[config.mk]
export PLATFORM = sky130hd
export DESIGN_NAME = rtp_red_payload_locator_unit
export DESIGN_NICKNAME = d
export VERILOG_FILES = /design/src/hw/rtl/rtpred_pkg.sv /design/src/hw/rtl/rtpred_hdr_track.sv /design/src/hw/rtl/rtpred_result_calc.sv /design/src/hw/rtl/rtp_red_payload_locator_unit.sv
export SDC_FILE = /design/constraint.sdc
export NUM_CORES = 1
export LEC_CHECK = 0
export BUFFER_PORTS_ARGS = -buffer_cell sky130_fd_sc_hd__buf_2
export CAP_MARGIN = 10
export CORE_AREA = 2 2 194 196
export CTS_CLUSTER_DIAMETER = 80
export CTS_CLUSTER_SIZE = 16
export DETAILED_ROUTE_END_ITERATION = 12
export DIE_AREA = 0 0 196 198
export PLACE_DENSITY = 0.58
export SYNTH_ARGS = -nofsm -noshare
export SYNTH_HDL_FRONTEND = slang
export SYNTH_SLANG_ARGS = --single-unit
[constraint.sdc]
create_clock -name clk -period 7.25 [get_ports clk]
set_input_delay 1.45 -clock clk [delete_from_list [all_inputs] [get_ports clk]]
set_output_delay 1.45 -clock clk [all_outputs]
set_load 0.005 [all_outputs]
[src/hw/rtl/rtpred_pkg.sv]
// Shared types and constants for the RTP payload locator with RED block walk.
package rtpred_pkg;

    // Output field width fixed by the result format
    localparam int OUT_W         = 11;
    // Header end is 12 + 4 * CC, at most 72
    localparam int HDR_END_W     = 7;
    // Start of the RED walk: header end + 4 + 4 * 16-bit extension length
    localparam int RS_W          = 19;

    localparam int MIN_PACKET    = 12;
    localparam int EXT_HDR_BYTES = 4;
    // Offset of the extension length low byte past the CSRC words
    localparam int EXT_LEN_POS   = 3;

    // Bit positions in the first header byte and in a RED block header
    localparam int FHB_X_BIT     = 4;
    localparam int FHB_P_BIT     = 5;
    localparam int RED_F_BIT     = 7;

    localparam logic [HDR_END_W-1:0] HDR_BASE     = 7'd12;
    localparam logic [1:0]           RTP_VERSION  = 2'd2;
    localparam logic [6:0]           RED_PT_RESET = 7'd127;

    typedef enum logic [1:0] {
        ST_OK       = 2'd0,
        ST_SHORT    = 2'd1,
        ST_VERSION  = 2'd2,
        ST_OVERRUN  = 2'd3
    } status_t;

    typedef enum logic [1:0] {
        RED_WAIT    = 2'd0,
        RED_IN_HDR  = 2'd1,
        RED_DONE    = 2'd2
    } red_phase_t;

    typedef struct packed {
        logic [7:0] packet_byte;
        logic       end_of_packet;
    } in_item_t;

    typedef struct packed {
        status_t          status;
        logic [OUT_W-1:0] payload_offset;
        logic [OUT_W-1:0] payload_length;
    } out_item_t;

    // Per-packet summary handed from the byte tracker to the result stages
    typedef struct packed {
        logic                 version_ok;
        logic                 x_bit;
        logic                 p_bit;
        logic                 red_hit;
        logic                 red_done;
        logic                 overlong;
        logic [HDR_END_W-1:0] hdr_end;
        logic [RS_W-1:0]      red_start;
        logic [7:0]           pad;
    } fin_info_t;

endpackage

[src/hw/rtl/rtpred_hdr_track.sv]
// Input register, per-byte header tracking and RED block walk, packet summary register.
module rtpred_hdr_track #(
    parameter int  MAX_PACKET = 2048,
    localparam int PW         = $clog2(MAX_PACKET + 1),
    localparam int CW         = PW + 9
) (
    input  logic                  clk,
    input  logic                  rst_n,
    input  logic                  in_valid,
    output logic                  in_ready,
    input  rtpred_pkg::in_item_t  in_data,
    input  logic                  cfg_write_en,
    input  logic [6:0]            cfg_write_data,
    output logic                  fin_valid,
    input  logic                  fin_ready,
    output rtpred_pkg::fin_info_t fin_info,
    output logic [PW-1:0]         fin_total,
    output logic [CW-1:0]         fin_consumed
);

    localparam int RS_W = rtpred_pkg::RS_W;
    localparam int HW   = rtpred_pkg::HDR_END_W;

    logic                   in_vld_reg;
    rtpred_pkg::in_item_t   in_reg;
    logic [6:0]             cfg_reg;

    logic [PW-1:0]          pos_reg, pos_next;
    logic [7:0]             fhb_reg, fhb_next;
    logic [6:0]             pt_reg, pt_next;
    logic [HW-1:0]          hdr_end_reg, hdr_end_next;
    logic [RS_W-1:0]        red_start_reg, red_start_next;
    rtpred_pkg::red_phase_t phase_reg, phase_next;
    logic [1:0]             idx_reg, idx_next;
    logic [CW-1:0]          consumed_reg, consumed_next;
    logic [1:0]             blen_hi_reg, blen_hi_next;
    logic [7:0]             prev_reg, prev_next;
    logic                   overlong_reg, overlong_next;

    logic                   fin_vld_reg;
    rtpred_pkg::fin_info_t  fin_info_reg;
    logic [PW-1:0]          fin_total_reg;
    logic [CW-1:0]          fin_consumed_reg;

    logic                   take;
    logic                   fin_load_ok;
    logic                   last_take;
    logic                   at_limit;
    logic                   q0;
    logic                   capture;
    logic                   walk;
    logic [7:0]             b;
    logic [HW-1:0]          hdr_end_new;
    logic [RS_W-1:0]        red_start_cap;

    // Handshake: a packet's last byte waits for the summary register to free up
    assign b           = in_reg.packet_byte;
    assign fin_load_ok = !fin_vld_reg || fin_ready;
    assign take        = in_vld_reg && (!in_reg.end_of_packet || fin_load_ok);
    assign last_take   = take && in_reg.end_of_packet;
    assign in_ready    = !in_vld_reg || take;

    // Position decodes
    assign at_limit      = (pos_reg == PW'(MAX_PACKET));
    assign q0            = (pos_reg == '0);
    assign hdr_end_new   = rtpred_pkg::HDR_BASE + {1'b0, b[3:0], 2'b00};
    assign capture       = !q0 && fhb_reg[rtpred_pkg::FHB_X_BIT]
                           && (pos_reg == PW'(hdr_end_reg) + PW'(rtpred_pkg::EXT_LEN_POS));
    assign red_start_cap = RS_W'(hdr_end_reg) + RS_W'(rtpred_pkg::EXT_HDR_BYTES)
                           + RS_W'({prev_reg, b, 2'b00});
    assign walk          = !q0 && !capture && (RS_W'(pos_reg) >= red_start_reg);

    // Update packet state for one byte
    always_comb
    begin
        pos_next       = pos_reg;
        fhb_next       = fhb_reg;
        pt_next        = pt_reg;
        hdr_end_next   = hdr_end_reg;
        red_start_next = red_start_reg;
        phase_next     = phase_reg;
        idx_next       = idx_reg;
        consumed_next  = consumed_reg;
        blen_hi_next   = blen_hi_reg;
        prev_next      = prev_reg;
        overlong_next  = overlong_reg;

        if (at_limit)
        begin
            overlong_next = 1'b1;
        end
        else
        begin
            pos_next  = pos_reg + PW'(1);
            prev_next = b;
            if (q0)
            begin
                fhb_next       = b;
                hdr_end_next   = hdr_end_new;
                red_start_next = RS_W'(hdr_end_new);
            end
            if (pos_reg == PW'(1))
            begin
                pt_next = b[6:0];
            end
            // Extension length complete: restart the RED walk past the extension
            if (capture)
            begin
                red_start_next = red_start_cap;
                phase_next     = rtpred_pkg::RED_WAIT;
                idx_next       = '0;
                consumed_next  = '0;
                blen_hi_next   = '0;
            end
            if (walk)
            begin
                unique case (phase_reg)
                    rtpred_pkg::RED_WAIT:
                    begin
                        if (!b[rtpred_pkg::RED_F_BIT])
                        begin
                            consumed_next = consumed_reg + CW'(1);
                            phase_next    = rtpred_pkg::RED_DONE;
                        end
                        else
                        begin
                            consumed_next = consumed_reg + CW'(4);
                            idx_next      = 2'd1;
                            phase_next    = rtpred_pkg::RED_IN_HDR;
                        end
                    end
                    rtpred_pkg::RED_IN_HDR:
                    begin
                        if (idx_reg == 2'd2)
                        begin
                            blen_hi_next = b[1:0];
                        end
                        else if (idx_reg == 2'd3)
                        begin
                            consumed_next = consumed_reg + CW'({blen_hi_reg, b});
                            phase_next    = rtpred_pkg::RED_WAIT;
                        end
                        idx_next = idx_reg + 2'd1;
                    end
                    rtpred_pkg::RED_DONE:
                    begin
                    end
                    default:
                    begin
                    end
                endcase
            end
        end
    end

    // Input register
    always_ff @(posedge clk or negedge rst_n)
    begin
        if (!rst_n)
        begin
            in_vld_reg <= 1'b0;
        end
        else if (in_valid && in_ready)
        begin
            in_vld_reg <= 1'b1;
        end
        else if (take)
        begin
            in_vld_reg <= 1'b0;
        end
    end

    always_ff @(posedge clk)
    begin
        if (in_valid && in_ready)
        begin
            in_reg <= in_data;
        end
    end

    // RED payload type register
    always_ff @(posedge clk or negedge rst_n)
    begin
        if (!rst_n)
        begin
            cfg_reg <= rtpred_pkg::RED_PT_RESET;
        end
        else if (cfg_write_en)
        begin
            cfg_reg <= cfg_write_data;
        end
    end

    // Packet state: advance per byte, clear after the last byte
    always_ff @(posedge clk or negedge rst_n)
    begin
        if (!rst_n)
        begin
            pos_reg       <= '0;
            fhb_reg       <= '0;
            pt_reg        <= '0;
            hdr_end_reg   <= '0;
            red_start_reg <= '0;
            phase_reg     <= rtpred_pkg::RED_WAIT;
            idx_reg       <= '0;
            consumed_reg  <= '0;
            blen_hi_reg   <= '0;
            prev_reg      <= '0;
            overlong_reg  <= 1'b0;
        end
        else if (last_take)
        begin
            pos_reg       <= '0;
            fhb_reg       <= '0;
            pt_reg        <= '0;
            hdr_end_reg   <= '0;
            red_start_reg <= '0;
            phase_reg     <= rtpred_pkg::RED_WAIT;
            idx_reg       <= '0;
            consumed_reg  <= '0;
            blen_hi_reg   <= '0;
            prev_reg      <= '0;
            overlong_reg  <= 1'b0;
        end
        else if (take)
        begin
            pos_reg       <= pos_next;
            fhb_reg       <= fhb_next;
            pt_reg        <= pt_next;
            hdr_end_reg   <= hdr_end_next;
            red_start_reg <= red_start_next;
            phase_reg     <= phase_next;
            idx_reg       <= idx_next;
            consumed_reg  <= consumed_next;
            blen_hi_reg   <= blen_hi_next;
            prev_reg      <= prev_next;
            overlong_reg  <= overlong_next;
        end
    end

    // Packet summary register
    always_ff @(posedge clk or negedge rst_n)
    begin
        if (!rst_n)
        begin
            fin_vld_reg <= 1'b0;
        end
        else if (last_take)
        begin
            fin_vld_reg <= 1'b1;
        end
        else if (fin_ready)
        begin
            fin_vld_reg <= 1'b0;
        end
    end

    always_ff @(posedge clk)
    begin
        if (last_take)
        begin
            fin_info_reg.version_ok <= (fhb_next[7:6] == rtpred_pkg::RTP_VERSION);
            fin_info_reg.x_bit      <= fhb_next[rtpred_pkg::FHB_X_BIT];
            fin_info_reg.p_bit      <= fhb_next[rtpred_pkg::FHB_P_BIT];
            fin_info_reg.red_hit    <= (pt_next == cfg_reg);
            fin_info_reg.red_done   <= (phase_next == rtpred_pkg::RED_DONE);
            fin_info_reg.overlong   <= overlong_next;
            fin_info_reg.hdr_end    <= hdr_end_next;
            fin_info_reg.red_start  <= red_start_next;
            fin_info_reg.pad        <= b;
            fin_total_reg           <= pos_next;
            fin_consumed_reg        <= consumed_next;
        end
    end

    assign fin_valid    = fin_vld_reg;
    assign fin_info     = fin_info_reg;
    assign fin_total    = fin_total_reg;
    assign fin_consumed = fin_consumed_reg;

endmodule

[src/hw/rtl/rtpred_result_calc.sv]
// Two result stages: header and extension trim, then padding and RED trim into the output register.
module rtpred_result_calc #(
    parameter int  MAX_PACKET = 2048,
    localparam int PW         = $clog2(MAX_PACKET + 1),
    localparam int CW         = PW + 9
) (
    input  logic                  clk,
    input  logic                  rst_n,
    input  logic                  fin_valid,
    output logic                  fin_ready,
    input  rtpred_pkg::fin_info_t fin_info,
    input  logic [PW-1:0]         fin_total,
    input  logic [CW-1:0]         fin_consumed,
    output logic                  out_valid,
    input  logic                  out_ready,
    output rtpred_pkg::out_item_t out_data
);

    localparam int RS_W  = rtpred_pkg::RS_W;
    localparam int OUT_W = rtpred_pkg::OUT_W;

    logic                  b1_vld_reg;
    rtpred_pkg::status_t   b1_status_reg;
    logic [PW-1:0]         b1_off_reg;
    logic [PW-1:0]         b1_len_reg;
    logic [CW:0]           b1_sub_reg;
    logic [CW-1:0]         b1_add_reg;
    logic                  b1_red_fail_reg;

    logic                  out_vld_reg;
    rtpred_pkg::out_item_t out_reg;

    logic                  out_load_ok;
    logic                  b1_adv;

    rtpred_pkg::status_t   status_early;
    logic [PW-1:0]         hdr_ext;
    logic                  hdr_over;
    logic [PW-1:0]         len0;
    logic                  has_ext;
    logic                  ext_over;
    logic [PW-1:0]         len_e;
    logic [PW-1:0]         off1;
    logic [PW-1:0]         len1;
    logic [7:0]            pad_eff;
    logic [CW:0]           sub_amt;
    logic [CW-1:0]         add_amt;

    logic                  trim_bad;
    rtpred_pkg::status_t   status_fin;
    logic [PW-1:0]         off_fin;
    logic [PW-1:0]         len_fin;

    // Stage handshake
    assign out_load_ok = !out_vld_reg || out_ready;
    assign b1_adv      = b1_vld_reg && out_load_ok;
    assign fin_ready   = !b1_vld_reg || out_load_ok;

    // First stage: status checks, skip header and extension
    assign hdr_ext  = PW'(fin_info.hdr_end);
    assign hdr_over = fin_info.overlong || (hdr_ext > fin_total);
    assign len0     = fin_total - hdr_ext;
    assign has_ext  = fin_info.x_bit && (RS_W'(fin_total) >=
                      RS_W'(fin_info.hdr_end) + RS_W'(rtpred_pkg::EXT_HDR_BYTES));
    assign ext_over = fin_info.red_start > RS_W'(fin_total);
    assign len_e    = PW'(RS_W'(fin_total) - fin_info.red_start);
    assign pad_eff  = fin_info.p_bit ? fin_info.pad : 8'd0;

    always_comb
    begin
        priority if (fin_total < PW'(rtpred_pkg::MIN_PACKET))
        begin
            status_early = rtpred_pkg::ST_SHORT;
        end
        else if (!fin_info.version_ok)
        begin
            status_early = rtpred_pkg::ST_VERSION;
        end
        else if (hdr_over)
        begin
            status_early = rtpred_pkg::ST_OVERRUN;
        end
        else
        begin
            status_early = rtpred_pkg::ST_OK;
        end
    end

    // Overrunning extension eats the rest of the packet
    always_comb
    begin
        priority if (!has_ext)
        begin
            off1 = hdr_ext;
            len1 = len0;
        end
        else if (ext_over)
        begin
            off1 = fin_total;
            len1 = '0;
        end
        else
        begin
            off1 = PW'(fin_info.red_start);
            len1 = len_e;
        end
    end

    // Amount trimmed from the tail and skipped at the front
    always_comb
    begin
        if (fin_info.red_hit)
        begin
            sub_amt = (CW + 1)'(pad_eff) + (CW + 1)'(fin_consumed);
            add_amt = fin_consumed;
        end
        else
        begin
            sub_amt = (CW + 1)'(pad_eff);
            add_amt = '0;
        end
    end

    always_ff @(posedge clk or negedge rst_n)
    begin
        if (!rst_n)
        begin
            b1_vld_reg <= 1'b0;
        end
        else if (fin_valid && fin_ready)
        begin
            b1_vld_reg <= 1'b1;
        end
        else if (out_load_ok)
        begin
            b1_vld_reg <= 1'b0;
        end
    end

    always_ff @(posedge clk)
    begin
        if (fin_valid && fin_ready)
        begin
            b1_status_reg   <= status_early;
            b1_off_reg      <= off1;
            b1_len_reg      <= len1;
            b1_sub_reg      <= sub_amt;
            b1_add_reg      <= add_amt;
            b1_red_fail_reg <= fin_info.red_hit && !fin_info.red_done;
        end
    end

    // Second stage: padding and RED overrun, final offset and length
    assign trim_bad = (b1_sub_reg > (CW + 1)'(b1_len_reg)) || b1_red_fail_reg;
    assign off_fin  = b1_off_reg + PW'(b1_add_reg);
    assign len_fin  = b1_len_reg - PW'(b1_sub_reg);

    always_comb
    begin
        priority if (b1_status_reg != rtpred_pkg::ST_OK)
        begin
            status_fin = b1_status_reg;
        end
        else if (trim_bad)
        begin
            status_fin = rtpred_pkg::ST_OVERRUN;
        end
        else
        begin
            status_fin = rtpred_pkg::ST_OK;
        end
    end

    // Output register
    always_ff @(posedge clk or negedge rst_n)
    begin
        if (!rst_n)
        begin
            out_vld_reg <= 1'b0;
        end
        else if (b1_adv)
        begin
            out_vld_reg <= 1'b1;
        end
        else if (out_ready)
        begin
            out_vld_reg <= 1'b0;
        end
    end

    always_ff @(posedge clk)
    begin
        if (b1_adv)
        begin
            out_reg.status <= status_fin;
            if (status_fin == rtpred_pkg::ST_OK)
            begin
                out_reg.payload_offset <= OUT_W'(off_fin);
                out_reg.payload_length <= OUT_W'(len_fin);
            end
            else
            begin
                out_reg.payload_offset <= '0;
                out_reg.payload_length <= '0;
            end
        end
    end

    assign out_valid = out_vld_reg;
    assign out_data  = out_reg;

endmodule

[src/hw/rtl/rtp_red_payload_locator_unit.sv]
// Top level of the RTP payload locator: byte tracker and result stages.
// Throughput: one packet byte per cycle, packets back to back with no gap, while the output is taken;
// output back-pressure can stall a packet's last byte. A packet's result passes from the input
// register through the packet summary, the trim stage and the output register.
// Reset clears all packet state and sets the RED payload type to 127.
module rtp_red_payload_locator_unit #(
    parameter int MAX_PACKET = 2048
) (
    input  logic                  clk,
    input  logic                  rst_n,
    input  logic                  in_valid,
    output logic                  in_ready,
    input  rtpred_pkg::in_item_t  in_data,
    output logic                  out_valid,
    input  logic                  out_ready,
    output rtpred_pkg::out_item_t out_data,
    input  logic                  cfg_write_en,
    input  logic [6:0]            cfg_write_data
);

    localparam int PW = $clog2(MAX_PACKET + 1);
    localparam int CW = PW + 9;

    logic                  fin_valid;
    logic                  fin_ready;
    rtpred_pkg::fin_info_t fin_info;
    logic [PW-1:0]         fin_total;
    logic [CW-1:0]         fin_consumed;

    // Per-byte tracking
    rtpred_hdr_track #(
        .MAX_PACKET (MAX_PACKET)
    ) u_track (
        .clk            (clk),
        .rst_n          (rst_n),
        .in_valid       (in_valid),
        .in_ready       (in_ready),
        .in_data        (in_data),
        .cfg_write_en   (cfg_write_en),
        .cfg_write_data (cfg_write_data),
        .fin_valid      (fin_valid),
        .fin_ready      (fin_ready),
        .fin_info       (fin_info),
        .fin_total      (fin_total),
        .fin_consumed   (fin_consumed)
    );

    // Result computation
    rtpred_result_calc #(
        .MAX_PACKET (MAX_PACKET)
    ) u_calc (
        .clk          (clk),
        .rst_n        (rst_n),
        .fin_valid    (fin_valid),
        .fin_ready    (fin_ready),
        .fin_info     (fin_info),
        .fin_total    (fin_total),
        .fin_consumed (fin_consumed),
        .out_valid    (out_valid),
        .out_ready    (out_ready),
        .out_data     (out_data)
    );

    // Error results carry no offset or length
    a_err_zero: assert property (@(posedge clk) disable iff (!rst_n)
        out_valid && (out_data.status != rtpred_pkg::ST_OK)
        |-> (out_data.payload_offset == '0) && (out_data.payload_length == '0))
        else $error("error result with nonzero offset or length");

    // With the output register empty nothing can hold back an input request
    a_no_stall: assert property (@(posedge clk) disable iff (!rst_n)
        !out_valid |-> in_ready)
        else $error("input stalled while output register empty");

endmodule
=== After elaboration in Yosys (flattened, before gate mapping) ===
Index checks and enable logic that the tools add are counted.

* Bits in registers: 261
* Input port bits: 21
* Output and inout port bits: 26

* $add $sub $neg: 15
* Magnitude comparators: 6
* Equal/unequal tests: 10
* Mux-type cells: 76
* Reductions and logical operators: 36

{| class="wikitable"
|+ Operator list
! kind !! count
|-
| $mux W21 || 8
|-
| $mux W19 || 5
|-
| $mux W8 || 9
|-
| $mux W7 || 9
|-
| $mux W12 || 5
|-
| $mux W2 || 25
|-
| $pmux W21 S2 || 1
|-
| $add A8 B21 Y22 || 1
|-
| $gt A22 B12 Y1 || 1
|-
| $add A21 B1 Y21 const B || 1
|-
| $add A21 B10 Y21 || 1
|-
| $add A21 B3 Y21 const B || 1
|-
| $add A19 B18 Y19 || 1
|-
| $ge A12 B19 Y1 || 1
|-
| $gt A19 B12 Y1 || 1
|-
| $add A7 B3 Y8 const B || 2
|-
| $add A12 B1 Y12 const B || 1
|-
| $eq A12 B1 Y1 const B || 1
|-
| $eq A12 B12 Y1 || 1
|-
| $eq A12 B12 Y1 const B || 1
|-
| $ge A12 B8 Y1 || 1
|-
| $gt A7 B12 Y1 || 1
|-
| $logic_not A12 Y1 || 1
|-
| $lt A12 B4 Y1 const B || 1
|-
| 20 further kinds || 63
|}

=== Logic depth before layout (Yosys ltp) ===
Gate-level depths: netlist of the first run.

* Depth in word-level cells: 12
* Mapped depth: 14
* Mapped depth without buffers: 12

=== Cells and area by module ===
Synthesis of the first run repeated with hierarchy kept, for this count alone.

* Cells, all modules: 1733
* Area, all modules: 16993.8 um2

{| class="wikitable"
|+ Modules (own cells, without submodules)
! module !! instances !! cells each !! area an instance (um2)
|-
| rtpred_hdr_track || 1 || 1048 || 10326.2
|-
| rtpred_result_calc || 1 || 685 || 6667.6
|}

=== Worst setup path after synthesis of the first run ===
No wires, ideal clock.

* Path type: input to register
* From: input port out_ready
* To: register u_calc.b1_add_reg[0], enable pin
* Data arrival time: 5.844 ns
* Path slack: 0.840 ns
* Stages on the path: 2
* Cell sequence: nor2b_1 > a21boi_0

* Longest elaborated chain between the ends: 3

{| class="wikitable"
|+ Ends and longest elaborated chain
! what !! line !! RTL
|-
| from (decl) || rtp_red_payload_locator_unit.sv:15 || <nowiki>input logic out_ready,</nowiki>
|-
| $logic_or A1 B1 Y1 || rtpred_result_calc.sv:55 || <nowiki>assign out_load_ok = !out_vld_reg || out_ready;</nowiki>
|-
| $logic_or A1 B1 Y1 || rtpred_result_calc.sv:57 || <nowiki>assign fin_ready = !b1_vld_reg || out_load_ok;</nowiki>
|-
| $logic_and A1 B1 Y1 || rtpred_result_calc.sv:142 || <nowiki>if (fin_valid && fin_ready)</nowiki>
|-
| to (signal assigned) || rtpred_result_calc.sv:148 || <nowiki>b1_add_reg <= add_amt;</nowiki>
|-
| to (decl) || rtpred_result_calc.sv:27 || <nowiki>logic [CW-1:0] b1_add_reg;</nowiki>
|}

Every way passes these cells.
A chain may end at the register's enable or synchronous reset.

=== Worst setup path in the final report of the first run ===
* From: register u_track.pos_reg[2]
* To: register u_track.fin_consumed_reg[19] (netlist: u_track.fin_consumed[19]) (data pin)

* Longest elaborated chain between the ends: 10
* Elaborated cells between the ends (all ways): 16

{| class="wikitable"
|+ Ends and longest elaborated chain
! what !! line !! RTL
|-
| from (decl) || rtpred_hdr_track.sv:28 || <nowiki>logic [PW-1:0] pos_reg, pos_next;</nowiki>
|-
| from (signal assigned) || rtpred_hdr_track.sv:227 || <nowiki>pos_reg <= pos_next;</nowiki>
|-
| $logic_not A12 Y1 || rtpred_hdr_track.sv:65 || <nowiki>assign q0 = (pos_reg == '0);</nowiki>
|-
| $logic_not A1 Y1 || rtpred_hdr_track.sv:67, rtpred_hdr_track.sv:71 ||
|-
| $logic_and A1 B1 Y1 || rtpred_hdr_track.sv:67 || <nowiki>assign capture = !q0 && fhb_reg[rtpred_pkg::FHB_X_BIT]</nowiki>
|-
| $logic_and A1 B1 Y1 || rtpred_hdr_track.sv:68 || <nowiki>&& (pos_reg == PW'(hdr_end_reg) + PW'(rtpred_pkg::EXT_LEN_POS));</nowiki>
|-
| $mux W21 || rtpred_hdr_track.sv:107 || <nowiki>if (capture)</nowiki>
|-
| $mux W21 || rtpred_hdr_track.sv:138 || <nowiki>else if (idx_reg == 2'd3)</nowiki>
|-
| $mux W21 || rtpred_hdr_track.sv:134 || <nowiki>if (idx_reg == 2'd2)</nowiki>
|-
| $pmux W21 S2 || rtpred_hdr_track.sv:117 || <nowiki>unique case (phase_reg)</nowiki>
|-
| $mux W21 || rtpred_hdr_track.sv:115 || <nowiki>if (walk)</nowiki>
|-
| $mux W21 (*) || rtpred_hdr_track.sv:88 || <nowiki>if (at_limit)</nowiki>
|-
| via u_track.consumed_next[19] || rtpred_hdr_track.sv:35 || <nowiki>logic [CW-1:0] consumed_reg, consumed_next;</nowiki>
|-
| to (signal assigned) || rtpred_hdr_track.sv:272 || <nowiki>fin_consumed_reg <= consumed_next;</nowiki>
|-
| to (decl) || rtpred_hdr_track.sv:43 || <nowiki>logic [CW-1:0] fin_consumed_reg;</nowiki>
|}

Mark *: on every way through the listed nets, which the timed path passes. The rest lies on a longest branch.

==> flow_metrics.py, run 1 <==
metrics = {
    "status": {
        "outcome": "complete, no violations",
    },
    "power_and_ir_drop": {
        "clock_power_share": 0.270,
        "finalPower_mw": 4.10,
        "p_leak_nw": 7.17,
        "power_frac_seq": 0.452,
        "p_sw_mw": 1.39,
        "intPower_mw": 2.72,
        "powerDensity_nw_per_um2": 232,
        "sw_frac_of_total": 0.338,
        "p_comb_frac": 0.278,
        "irDropWorstVdd_uv": 223,
    },
    "floorplan": {
        "die_x_um": 196,
        "dieArea_um2": 38800,
        "coreArea_um2": 37000,
        "dieHeight_um": 198,
        "io_pins": 47,
        "placementRows": 71,
        "initial_core_util": 0.442,
    },
    "route": {
        "vias_per_cell": 5.69,
        "drt_iter0_drc": 1014,
        "drtAntennaViolNets": 0,
        "vias": 12300,
        "postRouteWirelength_um": 41000,
        "route.detailed.drc": 0,
        "avgRoutedWirePerCell_um": 18.9,
        "drt_first_pass_iters": 8,
    },
    "critical_path": {
        "path_delay_family": "simple AND/OR/NAND/NOR gates",
        "cp.arrival_ns": 4.89,
        "cp_slowest_cell": "a22oi_1",
        "cp.required_ns": 7.59,
        "timing.rr.start": "u_track.pos_reg[2]$_DFFE_PN0P_",
        "cp-start-kind": "flip-flop",
        "slowest_delay_ns": 0.82,
        "worstPathMaxFanout": 15,
        "critPathCaptureType": "flip-flop",
        "critPathLaunch": "u_track.pos_reg[2]$_DFFE_PN0P_",
        "critPathBufInv": 0,
        "critPathKind": "flip-flop to flip-flop",
        "cp_cell_sequence": "or4_4 -> nor4b_4 -> nor4_1 -> a22oi_1 -> nor2_1 -> o21ai_1 -> a31oi_1 -> o22ai_1",
    },
    "layout": {
        "multi_input_area_um2": 8270,
        "nets": 1818,
        "fill_cells": 3466,
        "largest_register_ffs": 40,
        "drive_gt1_frac": 0.0876,
        "area_growth_pct": 8.15,
        "regArea_um2": 7370,
        "antennaDiodeCount": 0,
    },
    "worst_hold_path": {
        "min_path_type": "flip-flop to flip-flop",
        "holdCritStartpoint": "u_track.pt_reg[4]$_DFFE_PN0P_",
    },
    "clock_tree": {
        "insertion_delay_ns": 0.52,
        "ctsResizeCount": 0,
        "cts_max_path_buffers": 3,
        "path_clk_slew_ns": 0.07,
        "hold_buffers": 0,
        "clockRootBuffer": "clkbuf_16",
        "cts_buffers": 21,
        "cts_setup_buffers": 0,
        "cts_num_sinks": 261,
        "cts_tree": "done",
        "h-tree-depth": 1,
    },
    "synth": {
        "synth_area_leaders": "edfxtp_1, dfrtp_1, ha_1, o21ai_0, xnor2_1",
        "synthCells": 1659,
        "synthSimpleGateAreaFrac": 0.166,
        "synth.most_common_cell": "edfxtp_1",
        "synth_xor_area_frac": 0.0563,
        "syn-cell-area_um2": 16300,
        "ys_seq_area_frac": 0.451,
        "synthTopCellsByCount": "edfxtp_1, nand2_1, o21ai_0",
        "async_flop_share": 0.368,
        "synth_edf_count": 165,
        "synth-compound-area-share": 0.171,
        "synth_fa_ha_area_frac": 0.0967,
        "synth_seq_cells": 261,
        "synth_mux_area_frac": 0.0153,
        "yosysTopAreaCellShare": 0.303,
        "syn_nets": 1802,
        "synth_ff_type": "edfxtp_1",
        "synth_top_family_by_area": "compound AO/OA/AOI/OAI gates",
        "yosys.area.top_type": "edfxtp_1",
        "yosysUniqueCellTypes": 77,
        "yosys_warnings": 0,
        "avgSynthCellArea_um2": 9.84,
    },
    "grt": {
        "grt_pass1_wl_um": 65900,
        "grt_max_degree": 67,
        "grt_pass1_vias": 11700,
        "antenna_found_initial": 0,
        "overflow": 0,
        "grt_usage": 0.214,
    },
    "sta": {
        "setup_viol": 0,
        "fmax_mhz": 220,
        "drv_slew": 0,
        "fin_crit_sh": 0.628,
        "fin_skew_ns": 0.0201,
        "period_needed_ns": 4.55,
        "rsz0062_at_grt": "no",
        "hold_violations": 0,
        "finalWorstSetupSlack_ns": 2.70,
        "final.setup.tns_ns": 0,
        "max_slew_margin": 0.285,
        "worst_pin_slew_ns": 1.07,
    },
    "place": {
        "numPortBuffers": 46,
        "dp_hpwl_um": 30300,
        "dp_slack_ns": 2.70,
        "globalplace.congestion": 0.872,
    },
    "run": {
        "maxCapViolations": 0,
    },
}
-- area by class of cell --
cell class | count | share of cell area
Multi-Input combinational cell | 1214 | 0.468
Sequential cell | 261 | 0.417
Tap cell | 474 | 0.0336
Clock buffer | 34 | 0.0331
Inverter | 110 | 0.0234
Timing Repair Buffer | 67 | 0.0221
Clock inverter | 4 | 0.00234
-- routing by layer --
metal | vias up | global-route usage | wire length, µm
met2 | 360 | 0.354 | 18700
met4 | 0 | 0.0586 | 1160
met3 | 56 | 0.0198 | 2200
met5 | - | 0 | 0
met1 | 5849 | 0.300 | 18900
li1 | 6038 | - | -
-- placed cells by master, fill, tap and decap left out, drive strengths merged, types with 12 or more instances in the layout --
cell type / count
o21ai: 131
o211ai: 13
nor2b: 22
inv: 112
a21oi: 85
a21o: 30
buf: 67
nor3: 42
xnor2: 68
nand2: 145
nand3: 76
nand2b: 23
or3: 15
edfxtp: 165
a31oi: 12
dfrtp: 89
and2: 38
nand4: 16
clkbuf: 34
ha: 115
and3: 26
nor4: 14
nor2: 95
a21boi: 14
xor2: 37
a22o: 34
mux2: 16
-- final timing paths --
check                      slack [ns]  cells after the start                                     to
max in group asynchronous        5.10                      2    u_track.consumed_reg[7]$_DFFE_PN0P_
min in group asynchronous        0.86                      1  u_track.red_start_reg[17]$_DFFE_PN0P_
min reg2reg                      0.48                      2          u_track.pt_reg[4]$_DFFE_PN0P_
min                              0.48                      2          u_track.pt_reg[4]$_DFFE_PN0P_
max                              2.70                      8     u_track.fin_consumed[19]$_DFFE_PP_
max reg2reg                      2.70                      8     u_track.fin_consumed[19]$_DFFE_PP_
-- through the flow --
step                       util  instance area [µm²]  instances  hold WS, ns
after floorplan               -                16300       1659        0.442
after global placement    0.461                17000       2126        0.456
after detailed placement  0.461                17000       2126        0.464
after CTS                 0.478                17700       2164        0.483
after global routing      0.478                17700       2164        0.522
final                     0.478                17700       2164        0.485
-- power by group through the flow --
stage | clock network (mW) | registers [mW] | logic (mW)
2_1_floorplan | 0 | 1.84 | 0.851
3_3_place_gp | 0 | 1.88 | 1.11
3_5_place_dp | 0 | 1.89 | 1.13
4_1_cts | 1.14 | 1.85 | 1.13
5_1_grt | 1.19 | 1.87 | 1.27
6_report | 1.11 | 1.86 | 1.14
-- logic make-up after synthesis --
| group | count (synthesis) |
|---|---|
| AOI/OAI and AO/OA | 424 |
| xor gates and xnor gates | 105 |
| adders and majority gates | 122 |
| buffers and inverters | 184 |
| DFF | 261 |
| muxes | 23 |
| and+or+nand+nor | 540 |
-- worst reg2reg max path, stage by stage, from the launching register on --
cell and delay [ns]:
dfrtp_1 0.53, or4_4 0.64, nor4b_4 0.76, nor4_1 0.15, a22oi_1 0.82, nor2_1 0.43, o21ai_1 0.72, a31oi_1 0.09
o22ai_1 0.23
Power figures use the tool's default switching activity.
==> run 2, diff against run 1 <==
- clock period: 7.25 -> 4.5 ns (I/O delays scaled with it)
==> flow_metrics.py, run 2 (same netlist as run 1, synthesis figures left out) <==
metrics = {
    "floorplan": {
        "dieHeight_um": 198,
        "initial_core_util": 0.442,
        "dieArea_um2": 38800,
        "placementRows": 71,
        "coreArea_um2": 37000,
        "die_x_um": 196,
        "io_pins": 47,
    },
    "critical_path": {
        "slowest_delay_ns": 0.82,
        "cp-start-kind": "flip-flop",
        "cp_common_cell": "or3_1",
        "cp_slowest_cell": "a2111oi_4",
        "critPathBufInv": 1,
        "cp_cell_sequence": "inv_1 -> ha_1 -> nand4b_1 -> xnor2_1 -> or3_1 -> a2111oi_4 -> or3_1 -> o221ai_2 -> a21o_1 -> a22o_1",
        "cp.required_ns": 4.94,
        "path_delay_family": "compound AO/OA/AOI/OAI gates",
        "cp.arrival_ns": 4.17,
        "worstPathMaxFanout": 13,
        "critPathKind": "flip-flop to flip-flop",
        "critPathCaptureType": "flip-flop",
    },
    "clock_tree": {
        "cts_num_sinks": 261,
        "cts_buffers": 22,
        "cts_max_path_buffers": 3,
        "insertion_delay_ns": 0.55,
        "h-tree-depth": 1,
        "clockRootBuffer": "clkbuf_16",
        "hold_buffers": 0,
        "cts_tree": "done",
        "ctsResizeCount": 0,
        "cts_setup_buffers": 0,
        "path_clk_slew_ns": 0.08,
    },
    "sta": {
        "fin_skew_ns": 0.0372,
        "final.setup.tns_ns": 0,
        "drv_slew": 0,
        "hold_violations": 0,
        "fin_crit_sh": 0.828,
        "max_slew_margin": 0.217,
        "setup_viol": 0,
        "finalWorstSetupSlack_ns": 0.775,
        "rsz0062_at_grt": "no",
        "fmax_mhz": 268,
        "worst_pin_slew_ns": 1.18,
        "holdWs_ns": 0.397,
        "period_needed_ns": 3.73,
    },
    "layout": {
        "final_util": 0.482,
        "area_growth_pct": 9.11,
        "layout_commonest_cell": "edfxtp_1",
        "finalInstanceArea_um2": 17800,
        "largest_register_ffs": 40,
        "antennaDiodeCount": 0,
        "drive_gt1_frac": 0.0953,
        "layout_common_cells": "edfxtp_1, nand2_1, o21ai_0",
        "nets": 1827,
        "layout.cells.non_filler": 2174,
    },
    "route": {
        "avgRoutedWirePerCell_um": 19.4,
        "vias": 12400,
        "vias_per_cell": 5.71,
        "route.detailed.drc": 0,
        "postRouteWirelength_um": 42200,
        "drt_first_pass_iters": 5,
        "drtAntennaViolNets": 0,
        "drt_iter0_drc": 1049,
    },
    "place": {
        "numPortBuffers": 46,
        "dp.cells": 2134,
        "dp_hpwl_um": 31400,
        "dpl-instance-area_um2": 17100,
        "dp_slack_ns": 0.831,
        "globalplace.congestion": 0.920,
    },
    "status": {
        "outcome": "complete, no violations",
    },
    "power_and_ir_drop": {
        "finalPower_mw": 6.85,
        "p_leak_nw": 7.25,
        "powerDensity_nw_per_um2": 384,
        "irDropWorstVdd_uv": 333,
    },
    "worst_hold_path": {
        "min_path_type": "input pin to async pin",
    },
    "grt": {
        "grt_usage": 0.222,
        "grt_max_degree": 60,
        "antenna_found_initial": 1,
        "grt_pass1_vias": 11900,
        "overflow": 0,
        "grt_pass1_wl_um": 67900,
    },
    "run": {
        "maxCapViolations": 0,
    },
}
run 2: final cells by class:
type	count	area (µm²)
timing repair buffer	75	450
fill	3435	19100
sequential	261	7370
clock inverter	8	119
multi-input combinational	1214	8280
inverter	110	413
tap	474	593
clock buffer	32	598
run 2: where the power goes:
part	switching (mW)	internal, mW
Clock	0.907	1.06
Sequential	0.215	2.80
Combinational	1.18	0.688
run 2: worst paths after layout:
check	depth (start not counted)	startpoint	end	slack, ns
max	10	u_track.hdr_end_reg[0]$_DFFE_PN0P_	u_track.consumed_reg[4]$_DFFE_PN0P_	0.77
min	1	rst_n	u_track.fin_valid$_DFFE_PN0P_	0.40
max reg2reg	10	u_track.hdr_end_reg[0]$_DFFE_PN0P_	u_track.consumed_reg[4]$_DFFE_PN0P_	0.77
min reg2reg	2	u_track.pt_reg[3]$_DFFE_PN0P_	u_track.pt_reg[3]$_DFFE_PN0P_	0.47
max in group asynchronous	2	rst_n	u_track.pos_reg[0]$_DFFE_PN0P_	3.17
min in group clk	2	u_track.pt_reg[3]$_DFFE_PN0P_	u_track.pt_reg[3]$_DFFE_PN0P_	0.47
run 2: layer usage:
| metal | share of wire | GRT usage | vias to the layer above |
|---|---|---|---|
| met3 | 0.057 | 0.0237 | 63 |
| met2 | 0.45 | 0.356 | 393 |
| li1 | - | - | 6059 |
| met4 | 0.026 | 0.0659 | 0 |
| met1 | 0.47 | 0.319 | 5896 |
| met5 | 0 | 0 | - |
==> run 3, diff against run 2 <==
- clock period: 4.5 -> 3.65 ns (I/O delays scaled with it)
==> flow_metrics.py, run 3 (same netlist as run 1, synthesis figures left out) <==
metrics = {
    "worst_hold_path": {
        "min_path_type": "input pin to async pin",
    },
    "clock_tree": {
        "insertion_delay_ns": 0.54,
        "clockRootBuffer": "clkbuf_16",
        "cts_buffers": 22,
        "cts_max_path_buffers": 3,
        "hold_buffers": 0,
        "ctsResizeCount": 0,
        "h-tree-depth": 1,
        "path_clk_slew_ns": 0.08,
        "cts_tree": "done",
        "cts_num_sinks": 261,
        "cts_setup_buffers": 0,
    },
    "sta": {
        "hold_violations": 0,
        "period_needed_ns": 3.33,
        "final.setup.tns_ns": 0,
        "fmax_mhz": 300,
        "rsz0062_at_grt": "no",
        "worst_pin_slew_ns": 0.955,
        "fin_skew_ns": 0.0280,
        "setup_viol": 0,
        "drv_slew": 0,
        "holdWs_ns": 0.198,
        "max_slew_margin": 0.364,
        "fin_crit_sh": 0.913,
    },
    "route": {
        "drt_iter0_drc": 908,
        "vias": 12500,
        "avgRoutedWirePerCell_um": 19.4,
        "route.detailed.drc": 0,
        "vias_per_cell": 5.66,
        "drtAntennaViolNets": 0,
        "drt_first_pass_iters": 5,
        "postRouteWirelength_um": 42800,
    },
    "critical_path": {
        "cp.arrival_ns": 3.62,
        "worstPathMaxFanout": 8,
        "cp.depth": 11,
        "cp-start-kind": "flip-flop",
        "reg2regPathDepth": 11,
        "cp_cell_sequence": "ha_1 -> inv_1 -> fa_1 -> nand2b_1 -> a21oi_1 -> o21ba_2 -> o31ai_1 -> or2_2 -> o311ai_0 -> a31oi_1 -> o31a_1",
        "cp.required_ns": 3.94,
        "slowest_delay_ns": 0.49,
        "critPathCaptureType": "flip-flop",
        "critPathBufInv": 1,
        "critPathKind": "flip-flop to flip-flop",
        "cp_slowest_cell": "dfrtp_1",
        "path_delay_family": "compound AO/OA/AOI/OAI gates",
    },
    "layout": {
        "layout_common_cells": "edfxtp_1, nand2_1, o21ai_0",
        "nets": 1861,
        "layout.cells.non_filler": 2207,
        "area_growth_pct": 10.6,
        "largest_register_ffs": 40,
        "drive_gt1_frac": 0.112,
        "layout_commonest_cell": "edfxtp_1",
        "antennaDiodeCount": 0,
    },
    "grt": {
        "grt_usage": 0.226,
        "grt_max_degree": 60,
        "antenna_found_initial": 0,
        "overflow": 0,
        "grt_pass1_vias": 12300,
        "grt_pass1_wl_um": 69000,
    },
    "place": {
        "numPortBuffers": 46,
        "dp.cells": 2168,
        "globalplace.congestion": 0.912,
        "dp_hpwl_um": 32500,
    },
    "floorplan": {
        "dieArea_um2": 38800,
        "initial_core_util": 0.442,
        "placementRows": 71,
        "dieHeight_um": 198,
        "io_pins": 47,
        "die_x_um": 196,
        "coreArea_um2": 37000,
    },
    "status": {
        "outcome": "complete, no violations",
    },
    "power_and_ir_drop": {
        "p_leak_nw": 7.41,
        "powerDensity_nw_per_um2": 467,
        "finalPower_mw": 8.43,
        "irDropWorstVdd_uv": 360,
    },
    "run": {
        "maxCapViolations": 0,
    },
}
run 3: layout make-up:
type | count | area (µm²)
fill | 3407 | 18900
timing repair buffer | 109 | 718
clock inverter | 4 | 43.8
clock buffer | 35 | 651
sequential | 261 | 7370
inverter | 110 | 413
multi-input combinational | 1214 | 8270
tap | 474 | 593
run 3: through the flow:
step | area, µm² | worst slack (ns) | util
finish | 18100 | 0.318 | 0.489
global route | 18100 | 0.0203 | 0.489
CTS | 18100 | 0.315 | 0.489
detailed placement | 17400 | 0.343 | 0.470
global placement | 17400 | 0.382 | 0.470
floorplan | 16300 | 0.211 | -
run 3: per-layer routing:
metal,global-route usage,share of wire,routed length [µm]
met5,0,0,0
met2,0.364,0.45,19400
met3,0.0312,0.054,2320
met1,0.311,0.45,19500
met4,0.0831,0.039,1670
run 3: path summary, 6_finish.rpt:
check | startpoint | to | slack [ns]
setup / recovery | u_track.consumed_reg[0]$_DFFE_PN0P_ | u_track.fin_consumed[20]$_DFFE_PP_ | 0.32
hold / removal | rst_n | u_track.consumed_reg[5]$_DFFE_PN0P_ | 0.20
max in group asynchronous | rst_n | u_track.hdr_end_reg[5]$_DFFE_PN0P_ | 2.66
min in group clk | in_data[6] | u_track.b[5]$_DFFE_PP_ | 0.38
setup reg to reg | u_track.consumed_reg[0]$_DFFE_PN0P_ | u_track.fin_consumed[20]$_DFFE_PP_ | 0.32
hold reg to reg | u_track.pt_reg[5]$_DFFE_PN0P_ | u_track.pt_reg[5]$_DFFE_PN0P_ | 0.48
run 3: where the power goes:
| group | switching, mW | internal, mW |
|---|---|---|
| logic | 1.48 | 0.905 |
| clock network | 1.12 | 1.24 |
| registers | 0.237 | 3.45 |
| total | 2.84 | 5.60 |
